$ cat src/sdtq_pkg.sv
// Shared types and constants of the sorted deadline timer queue.
// Used by sdtq_cell and sorted_deadline_timer_queue; depends on nothing.
package sdtq_pkg;

    // Input function codes.
    localparam logic [1:0] FUNC_ARM_ABS = 2'd0;
    localparam logic [1:0] FUNC_ARM_REL = 2'd1;
    localparam logic [1:0] FUNC_DROP    = 2'd2;
    localparam logic [1:0] FUNC_POLL    = 2'd3;

    // Result kinds.
    localparam logic [2:0] KIND_ARMED   = 3'd0;
    localparam logic [2:0] KIND_FULL    = 3'd1;
    localparam logic [2:0] KIND_DROPPED = 3'd2;
    localparam logic [2:0] KIND_ABSENT  = 3'd3;
    localparam logic [2:0] KIND_EXPIRED = 3'd4;
    localparam logic [2:0] KIND_NONE    = 3'd5;

    localparam int MS_TO_US = 1000;
    localparam int PROD_W   = 42;
    localparam int MAX_OUT  = 16;
    localparam int NCNT_W   = $clog2(MAX_OUT + 1);

    // Operation broadcast to every cell of the chain.
    typedef logic [2:0] cell_op_t;
    localparam cell_op_t OP_HOLD    = 3'd0;
    localparam cell_op_t OP_INSERT  = 3'd1;
    localparam cell_op_t OP_DROP    = 3'd2;
    localparam cell_op_t OP_COMPACT = 3'd3;
    localparam cell_op_t OP_POP     = 3'd4;

    typedef struct packed {
        cell_op_t    op;
        logic [63:0] key;      // new deadline on insert, current time on poll
        logic        timeout;  // timeout-path flag of an inserted timer
    } cell_ctrl_t;

endpackage

$ cat src/sdtq_cell.sv
// One cell of the sorted timer chain: holds a single timer and trades it
// with its neighbors. Depends on sdtq_pkg.
module sdtq_cell #(
    parameter int TAG_WIDTH = 8,
    parameter int SLOT_W    = 4
) (
    input  logic                  clk,
    input  logic                  rst_n,
    input  sdtq_pkg::cell_ctrl_t  ctrl,
    input  logic [TAG_WIDTH-1:0]  new_tag,
    input  logic [SLOT_W-1:0]     new_slot,
    input  logic                  left_ins,
    input  logic                  left_valid,
    input  logic [63:0]           left_deadline,
    input  logic [TAG_WIDTH-1:0]  left_tag,
    input  logic                  left_timeout,
    input  logic [SLOT_W-1:0]     left_slot,
    input  logic                  right_valid,
    input  logic [63:0]           right_deadline,
    input  logic [TAG_WIDTH-1:0]  right_tag,
    input  logic                  right_timeout,
    input  logic [SLOT_W-1:0]     right_slot,
    output logic                  valid,
    output logic [63:0]           deadline,
    output logic [TAG_WIDTH-1:0]  tag,
    output logic                  timeout,
    output logic [SLOT_W-1:0]     slot,
    output logic                  ins,
    output logic                  due
);

    logic                 valid_reg, valid_next;
    logic [63:0]          deadline_reg, deadline_next;
    logic [TAG_WIDTH-1:0] tag_reg, tag_next;
    logic                 timeout_reg, timeout_next;
    logic [SLOT_W-1:0]    slot_reg, slot_next;

    // A timer with an equal deadline stays ahead of a newly inserted one.
    assign due = valid_reg && (deadline_reg <= ctrl.key);
    assign ins = !due;

    always_comb
    begin
        valid_next    = valid_reg;
        deadline_next = deadline_reg;
        tag_next      = tag_reg;
        timeout_next  = timeout_reg;
        slot_next     = slot_reg;
        case (ctrl.op)
            sdtq_pkg::OP_INSERT:
            begin
                if (ins && left_ins)
                begin
                    valid_next    = left_valid;
                    deadline_next = left_deadline;
                    tag_next      = left_tag;
                    timeout_next  = left_timeout;
                    slot_next     = left_slot;
                end
                else if (ins)
                begin
                    valid_next    = 1'b1;
                    deadline_next = ctrl.key;
                    tag_next      = new_tag;
                    timeout_next  = ctrl.timeout;
                    slot_next     = new_slot;
                end
            end
            sdtq_pkg::OP_DROP:
            begin
                if (valid_reg && (slot_reg == new_slot))
                    valid_next = 1'b0;
            end
            sdtq_pkg::OP_COMPACT:
            begin
                // A hole pulls in its right neighbor and so moves one cell right.
                if (!valid_reg && right_valid)
                begin
                    valid_next    = 1'b1;
                    deadline_next = right_deadline;
                    tag_next      = right_tag;
                    timeout_next  = right_timeout;
                    slot_next     = right_slot;
                end
                else if (!left_valid && valid_reg)
                    valid_next = 1'b0;
            end
            sdtq_pkg::OP_POP:
            begin
                valid_next    = right_valid;
                deadline_next = right_deadline;
                tag_next      = right_tag;
                timeout_next  = right_timeout;
                slot_next     = right_slot;
            end
            default:
            begin
                valid_next = valid_reg;
            end
        endcase
    end

    always_ff @(posedge clk or negedge rst_n)
    begin
        if (!rst_n)
            valid_reg <= 1'b0;
        else
            valid_reg <= valid_next;
    end

    always_ff @(posedge clk)
    begin
        deadline_reg <= deadline_next;
        tag_reg      <= tag_next;
        timeout_reg  <= timeout_next;
        slot_reg     <= slot_next;
    end

    assign valid    = valid_reg;
    assign deadline = deadline_reg;
    assign tag      = tag_reg;
    assign timeout  = timeout_reg;
    assign slot     = slot_reg;

endmodule

$ cat config.mk
export PLATFORM = sky130hd
export DESIGN_NAME = sdtq_cell
export DESIGN_NICKNAME = d
export VERILOG_FILES = /design/src/sdtq_pkg.sv /design/src/sdtq_cell.sv
export SDC_FILE = /design/constraint.sdc
export NUM_CORES = 1
export LEC_CHECK = 0
export ABC_AREA = 1
export BUFFER_PORTS_ARGS = -buffer_cell sky130_fd_sc_hd__buf_2
export CAP_MARGIN = 25
export CORE_UTILIZATION = 40
export DETAILED_ROUTE_END_ITERATION = 10
export PLACE_DENSITY_LB_ADDON = 0.25
export SLEW_MARGIN = 20
export SYNTH_ARGS = -nofsm -noshare
export SYNTH_HDL_FRONTEND = slang
export SYNTH_SLANG_ARGS = --single-unit
$ cat constraint.sdc
create_clock -name clk -period 4.2 [get_ports clk]
set_clock_uncertainty 0.15 [all_clocks]
set_input_delay 0.84 -clock clk [delete_from_list [all_inputs] [get_ports clk]]
set_output_delay 0.84 -clock clk [all_outputs]
set_load 0.005 [all_outputs]
==> flow_results.org <==
** Clock network
- Clock-pin slew on the worst setup and hold paths :: 0.06 ns
- Hold repair after CTS inserted 0 buffers.
- Buffers added to address setup during post-CTS repair amount to 0.
- Count of instances resized after the clock tree is built :: 0
- Clock latency on the worst-skew pair, taken at its later pin, is 0.34 ns.
- Clock tree root buffer cell :: clkbuf_16
- Sinks on the clock net :: 78
- CTS tree :: built
- Counting along the longest clock path gives a buffer depth of 2.
- Number of H-tree branching levels :: 3
- Number of buffers inserted during clock tree synthesis :: 9

** Worst setup path
- Worst path required time :: 3.21 ns
- In this run the worst path has a maximum fanout of 23.
- Critical setup path kind :: in2out
- Worst Path Arrival :: 2.78 ns
- In this run the critical register-to-register path is captured at deadline[36]$_DFFE_PP_.
- In this design, the stage delay of the slowest critical-path cell is 0.33 ns.
- Sort of element at the end of the critical path :: primary output
- Launching element type of the critical path :: primary input
- The most numerous cell type found on the critical path is nand2_1.
- The signal on the critical path passes through buf_2 -> inv_1 -> ha_1 -> nand2_1 -> inv_1 -> nand3_1 -> nor3_1 -> nand2_1 -> nand2_1 -> nand2_1 -> nand2_1 -> nand2_1 -> nand2_1 -> nand2_1 -> nand2_4 -> inv_1 -> buf_2.
- Depth of the worst register-to-register path :: 15
- First element of the critical path :: ctrl[12]
- R2R Path Start :: deadline[63]$_DFFE_PP_
- The worst register-to-register path has a setup slack of 0.99 ns.
- For this design, the slowest cell found on the critical path is nor3_1.
- The critical path ends at due.

** Placed design
- Total of buffers placed on input and output ports :: 318
- Placed wire-length estimate :: 15000 µm
- Routability-driven placement finished with a final weighted congestion of 0.858.

** Die
- 319 I/O pins were placed.
- Effective utilization at floorplan :: 0.414
- Num rows :: 45
- From bottom edge to top edge, the die measures 128 µm.
- The die is 128 µm wide.
- Floorplan core area :: 15300 µm²
- Die area :: 16400 µm²

** Timing
- Setup repair after global routing left no endpoint under its margin.
- At the pin with the least slew margin, the transition time is 0.906 ns.
- Final worst path period need :: 3.77 ns
- Worst-case headroom to the max-slew limit :: 0.396
- Setup-violating endpoint count in the final report :: 0
- The final hold violation count was 0.
- Total negative slack for setup checks :: 0 ns
- The final count of pins violating max slew came to 0.
- Dividing the final minimum period by the clock period gives 0.897.
- For this run, the top clock speed supported by timing is 0.266 GHz.

** Cells and area
- The final layout contains 1440 nets.
- In the final layout, the share of cells above drive strength 1 is 0.307.
- Summing all flip-flop and latch instances after layout gives 2340 µm².
- Most common library cell in the layout ignoring fill and taps :: buf_2
- Flip-flop count of the largest register after layout :: 64
- Compared with the post-synthesis result, the final layout area differs by 33.2%.
- Top library cells by usage in the layout, fill and taps aside :: buf_2 (318), nand2_1 (299), inv_1 (102)
- Counting the fill cells in the layout gives 1522.
- Summing all multi-input logic gate instances after layout gives 3420 µm².

** Synth
- Yosys mapped a number of flops with a built-in enable equal to 77.
- Post-synth net total :: 1143
- Synthesized flop and latch total :: 78
- The share of the Yosys chip area taken by registers is 0.369.
- After synthesis, the share of flip-flops with an asynchronous set or reset is 0.0128.
- Dividing the synthesized area by the synthesized cell count gives 7.55 µm².
- In the synthesized netlist, the number of instances is 840.
- The Yosys step of the flow raised 0 warnings.
- Post-synthesis cell area :: 6340 µm²
- Synthesis instantiated 30 different standard cells from the library.
- Top flip-flop cell by instance count after synthesis :: edfxtp_1

** GRT
- Across every metal layer, demand over resource in global routing totals 0.246.
- The number of global-route vias before repair is 6337.
- The total overflow left after global routing is 0.
- Number of antenna violations at the first check in global routing :: 4
- Entering global routing, the biggest net connects 79 pins.
- Wire length of the first global-routing pass :: 31100 µm

** Drt
- Vias after detailed routing :: 6631
- Before antenna repair, the detailed router went through 5 iterations.
- Average routed wire per standard cell :: 14.8 µm
- In this run the remaining antenna-violating nets after routing total 0.
- Dividing the detail-routed via count by the number of cells gives 4.89.
- Iter 0 DRT Violations :: 327
- Summed over all layers, the routed wires come to 20100 µm.
- After detailed routing, the number of remaining DRC violations is 0.

** Pwr
- Relative contribution of sequential cells to total power :: 0.373
- Power density relative to cell area :: 329 nW/µm²
- Net switching component of the power :: 0.904 mW
- Summed over all cells, the static leakage comes to 4.57 nW.
- Proportion of total power due to net switching :: 0.325
- Cell internal power was estimated by the tool at 1.88 mW.
- Summing internal, switching and leakage power gives 2.78 mW.
- The share of total power dissipated in combinational logic is 0.327.
- Of the total power, the clock network draws 0.300.
- Across the VDD grid, the largest voltage drop is 0.000184 V.

** Run status
- The run finished with clean final reports.

** Hold path
- The path class of the tightest hold or removal check is in2async.

** Flow run
- Maximum capacitance violations :: 0
==> critical path, delay by kind of cell <==
kind / cells / cell delay (ns)
buffers and inverters: 5 / 0.45
and+or+nand+nor: 11 / 1.17
adders and majority gates: 1 / 0.29
==> worst min-delay path by stage <==
stage,endpoint,slack [ns],cells after the start,startpoint
final,valid$_DFFE_PN0P_,0.11,1,rst_n
after global routing,valid$_DFFE_PN0P_,0.11,1,rst_n
after global placement,valid$_DFFE_PN0P_,0.47,1,rst_n
after detailed placement,valid$_DFFE_PN0P_,0.47,1,rst_n
after floorplan,valid$_DFFE_PN0P_,0.39,0,rst_n
after CTS,valid$_DFFE_PN0P_,0.10,1,rst_n
==> logic make-up (layout without fill, tap and decap cells) <==
family,Yosys count,in the layout,share of synthesized area
AO/OA/AOI/OAI,45,45,0.0393
XOR/XNOR,1,1,0.00138
adder cells (fa/ha/maj),64,64,0.126
buffers and inverters,145,446,0.0932
flip-flops,78,78,0.369
other,0,3,0
AND/OR/NAND/NOR,507,507,0.371
==> final cells by class <==
class	instances	share of cell area
Antenna cell	3	0.000889
Inverter	104	0.0464
Sequential cell	78	0.277
Multi-Input combinational cell	617	0.405
Clock inverter	5	0.00889
Tap cell	211	0.0313
Timing Repair Buffer	327	0.204
Clock buffer	10	0.0271
==> Yosys cell counts (all sizes together) (2+ instances only) <==
cell | instances | area [µm²]
nand2 | 302 | 1140
inv | 104 | 390
nand3 | 88 | 440
nand3b | 78 | 586
edfxtp | 77 | 2310
ha | 64 | 801
a21oi | 30 | 150
nor2 | 25 | 93.8
buf | 24 | 136
clkbuf | 17 | 63.8
nor3 | 6 | 40.0
o21ai | 6 | 30.0
nand4 | 5 | 31.3
o21a | 3 | 22.5
or2 | 2 | 12.5
==> per-layer routing <==
metal / track usage / vias to the layer above / share of wire
li1: - / 3360 / -
met1: 0.302 / 2962 / 0.42
met2: 0.434 / 276 / 0.48
met3: 0.0396 / 31 / 0.073
met4: 0.0886 / 2 / 0.022
met5: 0 / - / 0.00065
==> metrics by stage <==
stage,hold WS (ns),area [µm²],instances,util,setup slack (ns)
finish,0.114,8450,1355,0.551,0.434
global route,0.108,8440,1353,0.551,0.205
CTS,0.105,8440,1352,0.551,0.413
detailed placement,0.468,8130,1337,0.531,0.416
global placement,0.469,8130,1337,0.531,0.427
floorplan,0.394,6340,840,-,0.00460
==> power groups by stage <==
stage / clock [mW] / combinational, mW / sequential, mW
after global placement: 0 / 0.905 / 1.05
after floorplan: 0 / 0.544 / 1.06
after CTS: 0.844 / 0.916 / 1.04
after detailed placement: 0 / 0.913 / 1.05
final: 0.833 / 0.909 / 1.04
after global routing: 0.884 / 1.04 / 1.05
Power figures use the tool's default switching activity.
